<file path="config.mk">
export PLATFORM = sky130hd
export DESIGN_NAME = lexicographic_priority_action_queue
export DESIGN_NICKNAME = d
export VERILOG_FILES = /design/src/hdl/lpaq_pkg.sv /design/src/hdl/lpaq_store.sv /design/src/hdl/lpaq_best.sv /design/src/hdl/lexicographic_priority_action_queue.sv
export SDC_FILE = /design/constraint.sdc
export NUM_CORES = 1
export LEC_CHECK = 0
export ABC_AREA = 1
export BUFFER_PORTS_ARGS = -buffer_cell sky130_fd_sc_hd__buf_4
export CAP_MARGIN = 30
export CORE_ASPECT_RATIO = 1.4
export CORE_MARGIN = 3
export CORE_UTILIZATION = 39
export DETAILED_ROUTE_END_ITERATION = 8
export GPL_TIMING_DRIVEN = 0
export PLACE_DENSITY = 0.52
export SYNTH_ARGS = -nofsm -noshare
export SYNTH_HDL_FRONTEND = slang
export SYNTH_SLANG_ARGS = --single-unit
</file>
<file path="constraint.sdc">
create_clock -name aclk -period 8.8 [get_ports aclk]
set_clock_uncertainty 0.05 [all_clocks]
set_input_delay 0.44 -clock aclk [delete_from_list [all_inputs] [get_ports aclk]]
set_output_delay 0.44 -clock aclk [all_outputs]
set_load 0.005 [all_outputs]
</file>
<file path="src/hdl/lpaq_pkg.sv">
// shared types, codes and the ordering rank for the action queue
// no dependencies
`timescale 1ns / 1ps

package lpaq_pkg;

    localparam int DEPTH_DEF = 16;

    localparam int MODE_W   = 2;
    localparam int STATUS_W = 2;
    localparam int OCC_W    = 5;
    localparam int KEY_W    = 32;
    localparam int IDS_W    = 40;
    localparam int RANK_W   = KEY_W + IDS_W;

    localparam logic [MODE_W-1:0] MODE_PUSH  = 2'd0;
    localparam logic [MODE_W-1:0] MODE_POP   = 2'd1;
    localparam logic [MODE_W-1:0] MODE_CLEAR = 2'd2;

    localparam logic [STATUS_W-1:0] STATUS_OK    = 2'd0;
    localparam logic [STATUS_W-1:0] STATUS_FULL  = 2'd1;
    localparam logic [STATUS_W-1:0] STATUS_EMPTY = 2'd2;

    // key: speed 31..16, priority 15..0
    typedef logic [KEY_W-1:0] key_t;
    // ids: subject 39..24, target 23..8, command 7..0
    typedef logic [IDS_W-1:0] ids_t;
    typedef logic [RANK_W-1:0] rank_t;

    typedef struct packed {
        logic data_valid;
        logic first;
        logic last;
    } scan_ctrl_t;

    // unsigned rank, smaller is served first
    function automatic rank_t rank_f(input key_t key, input ids_t ids);
        rank_f = {key[31], ~key[30:16], ~key[15], key[14:0], ids};
    endfunction

endpackage

</file>
<file path="src/hdl/lpaq_store.sv">
// action storage: key and id memories, one write port, one registered read port
// depends on lpaq_pkg
`timescale 1ns / 1ps

module lpaq_store
    import lpaq_pkg::*;
#(
    parameter int DEPTH = DEPTH_DEF,
    localparam int AW = $clog2(DEPTH)
) (
    input  logic          aclk,
    input  logic          wr_en,
    input  logic [AW-1:0] wr_addr,
    input  key_t          wr_key,
    input  ids_t          wr_ids,
    input  logic          rd_en,
    input  logic [AW-1:0] rd_addr,
    output key_t          rd_key,
    output ids_t          rd_ids
);

    key_t key_mem [DEPTH];
    ids_t ids_mem [DEPTH];
    key_t rd_key_reg;
    ids_t rd_ids_reg;

    always_ff @(posedge aclk) begin
        if (wr_en) begin
            key_mem[wr_addr] <= wr_key;
            ids_mem[wr_addr] <= wr_ids;
        end
    end

    always_ff @(posedge aclk) begin
        if (rd_en) begin
            rd_key_reg <= key_mem[rd_addr];
            rd_ids_reg <= ids_mem[rd_addr];
        end
    end

    assign rd_key = rd_key_reg;
    assign rd_ids = rd_ids_reg;

endmodule

</file>
<file path="src/hdl/lpaq_best.sv">
// running best-entry tracker for the pop scan, also keeps the last entry
// depends on lpaq_pkg
`timescale 1ns / 1ps

module lpaq_best
    import lpaq_pkg::*;
#(
    parameter int DEPTH = DEPTH_DEF,
    localparam int AW = $clog2(DEPTH)
) (
    input  logic          aclk,
    input  scan_ctrl_t    ctrl,
    input  logic [AW-1:0] idx,
    input  key_t          key,
    input  ids_t          ids,
    output key_t          best_key,
    output ids_t          best_ids,
    output logic [AW-1:0] best_idx,
    output key_t          last_key,
    output ids_t          last_ids
);

    key_t          best_key_reg;
    ids_t          best_ids_reg;
    logic [AW-1:0] best_idx_reg;
    key_t          last_key_reg;
    ids_t          last_ids_reg;
    logic          better;

    // strict compare keeps the earliest of equal actions
    assign better = rank_f(key, ids) < rank_f(best_key_reg, best_ids_reg);

    always_ff @(posedge aclk) begin
        if (ctrl.data_valid && (ctrl.first || better)) begin
            best_key_reg <= key;
            best_ids_reg <= ids;
            best_idx_reg <= idx;
        end
        if (ctrl.data_valid && ctrl.last) begin
            last_key_reg <= key;
            last_ids_reg <= ids;
        end
    end

    assign best_key = best_key_reg;
    assign best_ids = best_ids_reg;
    assign best_idx = best_idx_reg;
    assign last_key = last_key_reg;
    assign last_ids = last_ids_reg;

endmodule

</file>
<file path="src/hdl/lexicographic_priority_action_queue.sv">
// push, clear, unused mode, pop on empty: the request goes straight to the response state;
// pop of n actions: the single memory read port scans every stored action once, then one
// write moves the last action into the popped slot; one request at a time, a new item is
// taken only in idle once the last result has been handed on; a held result stalls input
// reset: count cleared, no clearing pass; the memories keep stale data
// depends on lpaq_pkg, lpaq_store, lpaq_best
`timescale 1ns / 1ps

module lexicographic_priority_action_queue
    import lpaq_pkg::*;
#(
    parameter int DEPTH = DEPTH_DEF
) (
    input  logic                    aclk,
    input  logic                    aresetn,
    input  logic                    s_valid,
    output logic                    s_ready,
    input  logic [MODE_W-1:0]       s_mode,
    input  logic signed [15:0]      s_speed,
    input  logic signed [15:0]      s_priority_req,
    input  logic [15:0]             s_subject,
    input  logic [15:0]             s_target,
    input  logic [7:0]              s_command,
    output logic                    m_valid,
    input  logic                    m_ready,
    output logic [STATUS_W-1:0]     m_status,
    output logic                    m_has_entry,
    output logic signed [15:0]      m_out_speed,
    output logic signed [15:0]      m_out_priority,
    output logic [15:0]             m_out_subject,
    output logic [15:0]             m_out_target,
    output logic [7:0]              m_out_command,
    output logic [OCC_W-1:0]        m_occupancy
);

    localparam int AW = $clog2(DEPTH);
    localparam int CW = $clog2(DEPTH + 1);

    localparam logic [1:0] ST_IDLE = 2'd0;
    localparam logic [1:0] ST_SCAN = 2'd1;
    localparam logic [1:0] ST_MOVE = 2'd2;
    localparam logic [1:0] ST_RESP = 2'd3;

    logic [1:0]    state_reg;
    logic [CW-1:0] cnt_reg;
    logic [CW-1:0] cnt_next;
    logic [CW-1:0] iss_reg;
    logic          rd_pend_reg;
    logic [AW-1:0] rd_idx_reg;

    logic [STATUS_W-1:0] res_status_reg;
    logic                res_has_reg;
    key_t                res_key_reg;
    ids_t                res_ids_reg;
    logic [OCC_W-1:0]    res_occ_reg;

    logic                m_valid_reg;
    logic [STATUS_W-1:0] m_status_reg;
    logic                m_has_reg;
    key_t                m_key_reg;
    ids_t                m_ids_reg;
    logic [OCC_W-1:0]    m_occ_reg;

    logic          accept;
    logic          full;
    logic          out_free;
    logic          rd_en;
    logic          wr_en;
    logic [AW-1:0] wr_addr;
    key_t          wr_key;
    ids_t          wr_ids;
    key_t          rd_key;
    ids_t          rd_ids;
    key_t          best_key;
    ids_t          best_ids;
    logic [AW-1:0] best_idx;
    key_t          last_key;
    ids_t          last_ids;
    scan_ctrl_t    scan_ctrl;

    assign s_ready  = (state_reg == ST_IDLE);
    assign accept   = s_valid && s_ready;
    assign full     = (cnt_reg == CW'(DEPTH));
    assign out_free = !m_valid_reg || m_ready;
    assign rd_en    = (state_reg == ST_SCAN) && (iss_reg < cnt_reg);

    assign scan_ctrl.data_valid = rd_pend_reg;
    assign scan_ctrl.first      = (rd_idx_reg == '0);
    assign scan_ctrl.last       = rd_pend_reg && (CW'(rd_idx_reg) == cnt_reg - CW'(1));

    // push appends at the count, pop fills the hole with the last action
    always_comb begin
        wr_en   = 1'b0;
        wr_addr = cnt_reg[AW-1:0];
        wr_key  = {s_speed, s_priority_req};
        wr_ids  = {s_subject, s_target, s_command};
        if (state_reg == ST_MOVE) begin
            wr_en   = 1'b1;
            wr_addr = best_idx;
            wr_key  = last_key;
            wr_ids  = last_ids;
        end else if (accept && s_mode == MODE_PUSH && !full) begin
            wr_en = 1'b1;
        end
    end

    always_comb begin
        cnt_next = cnt_reg;
        if (state_reg == ST_MOVE) begin
            cnt_next = cnt_reg - CW'(1);
        end else if (accept) begin
            if (s_mode == MODE_PUSH && !full) begin
                cnt_next = cnt_reg + CW'(1);
            end else if (s_mode == MODE_CLEAR) begin
                cnt_next = '0;
            end
        end
    end

    always_ff @(posedge aclk) begin
        if (!aresetn) begin
            state_reg   <= ST_IDLE;
            cnt_reg     <= '0;
            iss_reg     <= '0;
            rd_pend_reg <= 1'b0;
            m_valid_reg <= 1'b0;
        end else begin
            cnt_reg     <= cnt_next;
            rd_pend_reg <= rd_en;
            if (state_reg == ST_RESP && out_free) begin
                m_valid_reg <= 1'b1;
            end else if (m_valid_reg && m_ready) begin
                m_valid_reg <= 1'b0;
            end
            unique case (state_reg)
                ST_IDLE: begin
                    iss_reg <= '0;
                    if (accept) begin
                        if (s_mode == MODE_POP && cnt_reg != '0) begin
                            state_reg <= ST_SCAN;
                        end else begin
                            state_reg <= ST_RESP;
                        end
                    end
                end
                ST_SCAN: begin
                    if (rd_en) begin
                        iss_reg <= iss_reg + CW'(1);
                    end
                    if (scan_ctrl.last) begin
                        state_reg <= ST_MOVE;
                    end
                end
                ST_MOVE: begin
                    state_reg <= ST_RESP;
                end
                ST_RESP: begin
                    if (out_free) begin
                        state_reg <= ST_IDLE;
                    end
                end
                default: begin
                    state_reg <= ST_IDLE;
                end
            endcase
        end
    end

    always_ff @(posedge aclk) begin
        rd_idx_reg <= iss_reg[AW-1:0];
        if (state_reg == ST_IDLE && accept) begin
            res_has_reg <= 1'b0;
            res_key_reg <= '0;
            res_ids_reg <= '0;
            res_occ_reg <= OCC_W'(cnt_next);
            if (s_mode == MODE_PUSH && full) begin
                res_status_reg <= STATUS_FULL;
            end else if (s_mode == MODE_POP && cnt_reg == '0) begin
                res_status_reg <= STATUS_EMPTY;
            end else begin
                res_status_reg <= STATUS_OK;
            end
        end else if (state_reg == ST_MOVE) begin
            res_status_reg <= STATUS_OK;
            res_has_reg    <= 1'b1;
            res_key_reg    <= best_key;
            res_ids_reg    <= best_ids;
            res_occ_reg    <= OCC_W'(cnt_next);
        end
        if (state_reg == ST_RESP && out_free) begin
            m_status_reg <= res_status_reg;
            m_has_reg    <= res_has_reg;
            m_key_reg    <= res_key_reg;
            m_ids_reg    <= res_ids_reg;
            m_occ_reg    <= res_occ_reg;
        end
    end

    lpaq_store #(
        .DEPTH(DEPTH)
    ) u_store (
        .aclk    (aclk),
        .wr_en   (wr_en),
        .wr_addr (wr_addr),
        .wr_key  (wr_key),
        .wr_ids  (wr_ids),
        .rd_en   (rd_en),
        .rd_addr (iss_reg[AW-1:0]),
        .rd_key  (rd_key),
        .rd_ids  (rd_ids)
    );

    lpaq_best #(
        .DEPTH(DEPTH)
    ) u_best (
        .aclk     (aclk),
        .ctrl     (scan_ctrl),
        .idx      (rd_idx_reg),
        .key      (rd_key),
        .ids      (rd_ids),
        .best_key (best_key),
        .best_ids (best_ids),
        .best_idx (best_idx),
        .last_key (last_key),
        .last_ids (last_ids)
    );

    assign m_valid        = m_valid_reg;
    assign m_status       = m_status_reg;
    assign m_has_entry    = m_has_reg;
    assign m_out_speed    = m_key_reg[31:16];
    assign m_out_priority = m_key_reg[15:0];
    assign m_out_subject  = m_ids_reg[39:24];
    assign m_out_target   = m_ids_reg[23:8];
    assign m_out_command  = m_ids_reg[7:0];
    assign m_occupancy    = m_occ_reg;

endmodule
</file>
# Yosys cells after proc, flatten, opt, wreduce, memory -nomap -nowiden
# Memories as Yosys holds them, arrays and structs flattened. A register that Yosys moved wholly into a read port is not among the register bits.
# Cells that the tools add are included.
# totals
output_inout_bits	82
inputBits	78
mem_bits_rw	1152
memories	2
reg_bits	326
elab_cells	97
# memory_table
name	words	width	rd	rd_clocked_by_memory_dff	wr	line_no	source
u_store.ids_mem	16	40	1	1	1	lpaq_store.sv:23	ids_t ids_mem [DEPTH];
u_store.key_mem	16	32	1	1	1	lpaq_store.sv:22	key_t key_mem [DEPTH];
# classes
n_reduce_logical	28
magnitude_cmp	2
n_eq_ne	11
n_mux	26
n_bitwise	4
add_sub_neg	3
# ops
operator	count
72-bit < comparator	1
40-bit 2-to-1 mux	1
5-bit 2-to-1 mux	7
32-bit 2-to-1 mux	1
15-bit inverter	2
2-bit 2-to-1 mux	8
1-bit logical AND	14
5-bit by 1-bit adder with 5-bit output (second input constant)	2
5-bit one-hot mux with 2 select lines	1
2-bit one-hot mux with 4 select lines	1
2-bit equality test (second input constant)	3
1-bit 2-to-1 mux	6
2-bit nonzero test	3
4-bit by 5-bit equality test with 1-bit output	1
5-bit equality test (second input constant)	1
5-bit logical NOT	1
5-bit < comparator	1
5-bit nonzero test	1
5-bit by 1-bit subtractor with 5-bit output (second input constant)	1
2-bit by 1-bit equality test with 1-bit output (second input constant)	2
2-bit logical NOT	2
4-bit logical NOT	1
4-bit 2-to-1 mux	1
2-bit by 1-bit != test with 1-bit output (second input constant)	2
other kinds (6)	10

# Longest topological paths before layout
# logic_depth
depth_word	8
ltp_mapped	15

# Modules after synthesis
# A second synthesis with hierarchy kept.
# unflattened
hier_cells	6043
hier_area_um2	65113.7
# modules_own_cells
mod	area_per_inst_um2	instances	seq_area_each_um2	cells_per_inst
lpaq_store	51434.3	1	36755.3	4733
lexicographic_priority_action_queue	7195.7	1	4434.3	825
lpaq_best	6483.7	1	4444.3	485

# Least setup slack after synthesis
# Ideal clock, no wire load.
# synth_path
kind	reg-to-reg
from	register state_reg[0]
to	memory u_store.ids_mem[14][0] (netlist bit) (enable)
arrival_time_ps	8329
setup_time_ps	680
path_stages_with_launch	10
period_less_slack_ps	9059
setup_slack_ps	-259
required_time_ps	8070
path_buffers	1
cell_sequence	dfxtp_1 -> inv_1 -> ha_1 -> buf_4 -> inv_2 -> or2_2 -> o21ai_0 -> nor2_1 -> inv_1 -> nor4_1
# synth_between
elab_chain_cells	8
word_cells_on_any_way	10
classes_between	eq/ne (1); mux (5); reduce/logical (4)
# synth_lines
item	line_no	source
from (decl)	lexicographic_priority_action_queue.sv:44	logic [1:0] state_reg;
from (signal assigned)	lexicographic_priority_action_queue.sv:122	state_reg <= ST_IDLE;
from (signal assigned)	lexicographic_priority_action_queue.sv:140	state_reg <= ST_SCAN;
from (signal assigned)	lexicographic_priority_action_queue.sv:142	state_reg <= ST_RESP;
2-bit logical NOT	lexicographic_priority_action_queue.sv:81	assign s_ready = (state_reg == ST_IDLE);
1-bit logical AND	lexicographic_priority_action_queue.sv:82	assign accept = s_valid && s_ready;
1-bit logical AND (2 in series)	lexicographic_priority_action_queue.sv:102	end else if (accept && s_mode == MODE_PUSH && !full) begin
1-bit 2-to-1 mux	lexicographic_priority_action_queue.sv:102	
1-bit 2-to-1 mux	lexicographic_priority_action_queue.sv:97	if (state_reg == ST_MOVE) begin
1-bit 2-to-1 mux	lpaq_store.sv:28	if (wr_en) begin
1-bit 2-to-1 mux (implied by the code)	lpaq_store.sv:30	ids_mem[wr_addr] <= wr_ids;
to (decl)	lpaq_store.sv:23	
# Several ways; a longest one is shown, not always the timed one.

# Worst setup path in the final report
# layout_path
from	register state_reg[0]
to	memory u_store.key_mem[4][24] (netlist bit) (enable)
# layout_between
elab_chain_cells	8
word_cells_on_any_way	10
classes_between	eq/ne (1); mux (5); reduce/logical (4)
# layout_lines
item	line_no	source
2-bit logical NOT	lexicographic_priority_action_queue.sv:81	
1-bit logical AND	lexicographic_priority_action_queue.sv:82	
1-bit logical AND (2 in series)	lexicographic_priority_action_queue.sv:102	
1-bit 2-to-1 mux	lexicographic_priority_action_queue.sv:102	
1-bit 2-to-1 mux	lexicographic_priority_action_queue.sv:97	
1-bit 2-to-1 mux	lpaq_store.sv:28	
1-bit 2-to-1 mux (implied by the code)	lpaq_store.sv:29	key_mem[wr_addr] <= wr_key;
to (decl)	lpaq_store.sv:22	
# Several ways; a longest one is shown, not always the timed one.

==> impl_metrics.ini <==
[outcome]
outcome = completed

[floorplan]
initial_core_util_pct = 39.46
overall_die_width_um = 337.7
core_ar_um2 = 152200
rows = 169
area_of_the_die_um2 = 158900
io_pins = 160
die-height_um = 470.4

[clocking]
max-clock-path-buffers = 3
clock_tree.htree_level_count = 4
cts.clk_slew.worst_paths_ns = 0.06
cts_buffers = 151
tritoncts_clock_tree = built
clk-insertion-delay-late_ns = 0.80
cts.sinks = 1550
cts_post_setup_buffers_inserted = 0
cts_repair_resize_count = 0
root_buffer = clkbuf_16

[detailed_routing]
detailedRoute.firstPassIterationCount = 5
dr.first_iter.drc_count = 2999
detail_route.vias_per_cell = 5.355
drc_errors = 0
routed_wirelength_um = 171100
wl_per_cell_um = 25.19
dr_total_vias = 36370
antenna_left = 0

[timing]
unrepaired_setup_endpoints_after_global_routing = false
worst_max_slew_pin_slew_ns = 1.004
slew_viol_final = 0
setup_violations = 0
timing.max_slew.rel_slack_pct = 32.90
final.period_utilization_pct = 51.66
timing.final.hold_violations = 0
hold_slack_ns = 0.08714
max_clock_freq_mhz = 220.0
layout_min_cycle_time_ns = 4.546

[synthesis]
synth.top_cells.by_area = edfxtp_1 (73%), nor2_1 (4.5%), o21ai_0 (3.1%)
syn_avg_cell_area_um2 = 13.87
synth-xor-area-share_pct = 0.04373
synth_fp_nets = 4492
synth_seq_cells = 1550
yosys.area_share.simple_pct = 9.011
compound_cell_area_share_of_the_yosys_netlist_pct = 8.550
yosysSeqAreaShare_pct = 75.95
synth.yosys.warnings = 0
synth-adder-area-share_pct = 1.708
post_synth_instance_area_um2 = 60080
post_synth_mux_area_share_pct = 1.982
synth_top_family_by_area = simple AND/OR/NAND/NOR gates
netlist-cell-type-count = 32
syn_inst = 4332
synth_largest_area_cell = edfxtp_1
yosysTopAreaCellShare_pct = 72.92

[placement]
dpl_wire_length_um = 117600
port_buffers = 159
placed_area_um2 = 64870
place.gp.congestion = 0.7938
post-place-cells = 6505

[pwr]
p_clk_share_pct = 28.6
seq_power_share_pct = 46.1
cellInternalPower_mw = 14.87
powerDensity_nw_per_um2 = 317.4
p_comb_share_pct = 25.3
swShare_pct = 32.80
leakage_power_nw = 23.51
p_switching_mw = 7.257
vdd_drop_max_mv = 0.1950

[critical_path]
worst-endpoint-arrival_ns = 4.96
timing.critical_path.required_ns = 9.22
endpoint_kind = flip-flop
critPathMaxFanout = 24
critPathKind = flip-flop to flip-flop
start_kind = flip-flop

[global_routing]
track_usage_pct = 21.43
overflow = 0
via_count_of_the_first_global_routing_pass = 36590
grt_start_max_net_pins = 54
grt_first_pass_wirelength_um = 248400
antenna_found_initial = 9

[min_path]
worst_hold_path_type = input pin to flip-flop

[layout]
fin_nets = 4857
largest_reg_flops = 640
registers.top_by_ff_count = u_store.ids_mem
final_cell_count_no_fill = 6791
drive_above_1_share_pct = 11.06
biggestRegsByFlops = u_store.ids_mem (640), u_store.key_mem (512)
multiInputGateArea_um2 = 12890
final-seq-area_um2 = 45630
layout.cell_area.non_filler_um2 = 69700
n_fill_cell = 13700
area_delta_synth_final_pct = 16.00
post-route-util_pct = 45.78

[flow_run]
cap_violations = 0
Yosys cell counts:
cell / count
a21o_1: 4
a21oi_1: 97
a31oi_1: 1
buf_1: 23
buf_2: 66
buf_4: 12
buf_6: 1
clkbuf_1: 156
dfxtp_1: 91
edfxtp_1: 1459
ha_1: 82
inv_1: 143
inv_2: 4
mux2i_1: 119
nand2_1: 494
nand2_2: 2
nand3_1: 143
nand4_1: 8
nor2_1: 718
nor3_1: 5
nor3_2: 1
nor3b_1: 1
nor4_1: 3
o211ai_1: 25
o21a_1: 1
o21ai_0: 374
o21ai_1: 1
o221ai_1: 120
o22ai_1: 2
o32ai_1: 169
or2_2: 4
xor2_1: 3
cells in the final DEF, fill, tap and decap left out, types with 10 or more instances in the layout:
| cell | instances |
|---|---|
| o32ai_1 | 169 |
| ha_1 | 82 |
| buf_2 | 66 |
| buf_4 | 171 |
| o221ai_1 | 120 |
| inv_4 | 10 |
| buf_16 | 15 |
| o211ai_1 | 25 |
| inv_1 | 133 |
| clkinv_1 | 37 |
| mux2i_1 | 119 |
| dfxtp_1 | 91 |
| buf_12 | 24 |
| nand2_1 | 494 |
| buf_1 | 23 |
| o21ai_0 | 374 |
| a21oi_1 | 95 |
| nand3_1 | 143 |
| clkbuf_1 | 180 |
| edfxtp_1 | 1459 |
| nor2_1 | 710 |
| clkinv_2 | 25 |
| clkbuf_16 | 156 |
worst paths after layout:
| kind | startpoint | cells after the start | end | slack, ns |
|---|---|---|---|---|
| hold / removal | s_valid | 5 | state_reg[0] | 0.09 |
| hold reg to reg | res_ids_reg[11] | 0 | m_ids_reg[11] | 0.36 |
| setup reg to reg | state_reg[0] | 10 | u_store.key_mem[4][24] | 4.25 |
| setup / recovery | state_reg[0] | 10 | u_store.key_mem[4][24] | 4.25 |
cell type report:
type	count	area share, %
Timing Repair Buffer	212	3.228
Sequential cell	1550	65.48
Clock inverter	86	0.9748
Tap cell	1966	3.529
Clock buffer	190	5.856
Multi-Input combinational cell	2377	18.50
Inverter	147	0.8276
Buffer	258	1.592
Antenna cell	5	0.01795
layer usage:
| metal | GRT usage (%) | vias up | wire [um] |
|---|---|---|---|
| li1 | - | 16790 | - |
| met1 | 27.33 | 18300 | 70160 |
| met2 | 37.33 | 1020 | 87250 |
| met3 | 3.359 | 251 | 8627 |
| met4 | 6.724 | 2 | 5021 |
| met5 | 0 | - | 11 |
repair_timing:
action | CTS | global route
endpoints found under the hold margin | 10 | 0
setup endpoints to repair | 0 | 0
hold buffers | 5 | 0
logic make-up after synthesis:
| kind of cell | count (synthesis) |
|---|---|
| and+or+nand+nor | 1379 |
| muxes | 119 |
| AOI/OAI and AO/OA | 794 |
| DFF | 1550 |
| adders and majority gates | 82 |
| buffers and inverters | 405 |
| xor gates and xnor gates | 3 |
power by group through the flow:
stage / clock (mW) / combinational (mW) / sequential [mW]
after floorplan: 0 / 3.07 / 10.3
after global placement: 0 / 5.40 / 10.5
after detailed placement: 0 / 5.71 / 10.4
after CTS: 6.44 / 5.73 / 10.2
after global routing: 6.72 / 6.16 / 10.3
final: 6.32 / 5.60 / 10.2
stage by stage:
stage	TNS, ns	setup WS (ns)	power (mW)
2_1_floorplan	0	2.852	13.38
3_3_place_gp	-452.57	-1.705	15.91
3_5_place_dp	0	4.227	16.06
4_1_cts	0	4.196	22.38
5_1_grt	0	4.066	23.16
6_report	0	4.254	22.12
worst max-delay path, cell delays in order, from the launching register on:
cell and delay, ns:
dfxtp_1 0.34, inv_1 0.09, ha_1 0.40, buf_4 0.47, inv_2 0.39, o21ai_1 0.59
nand3_1 0.48, nor2_4 0.61, buf_16 0.24, buf_12 0.22, buf_12 0.22
No activity file was read; power rests on OpenSTA's default activity.
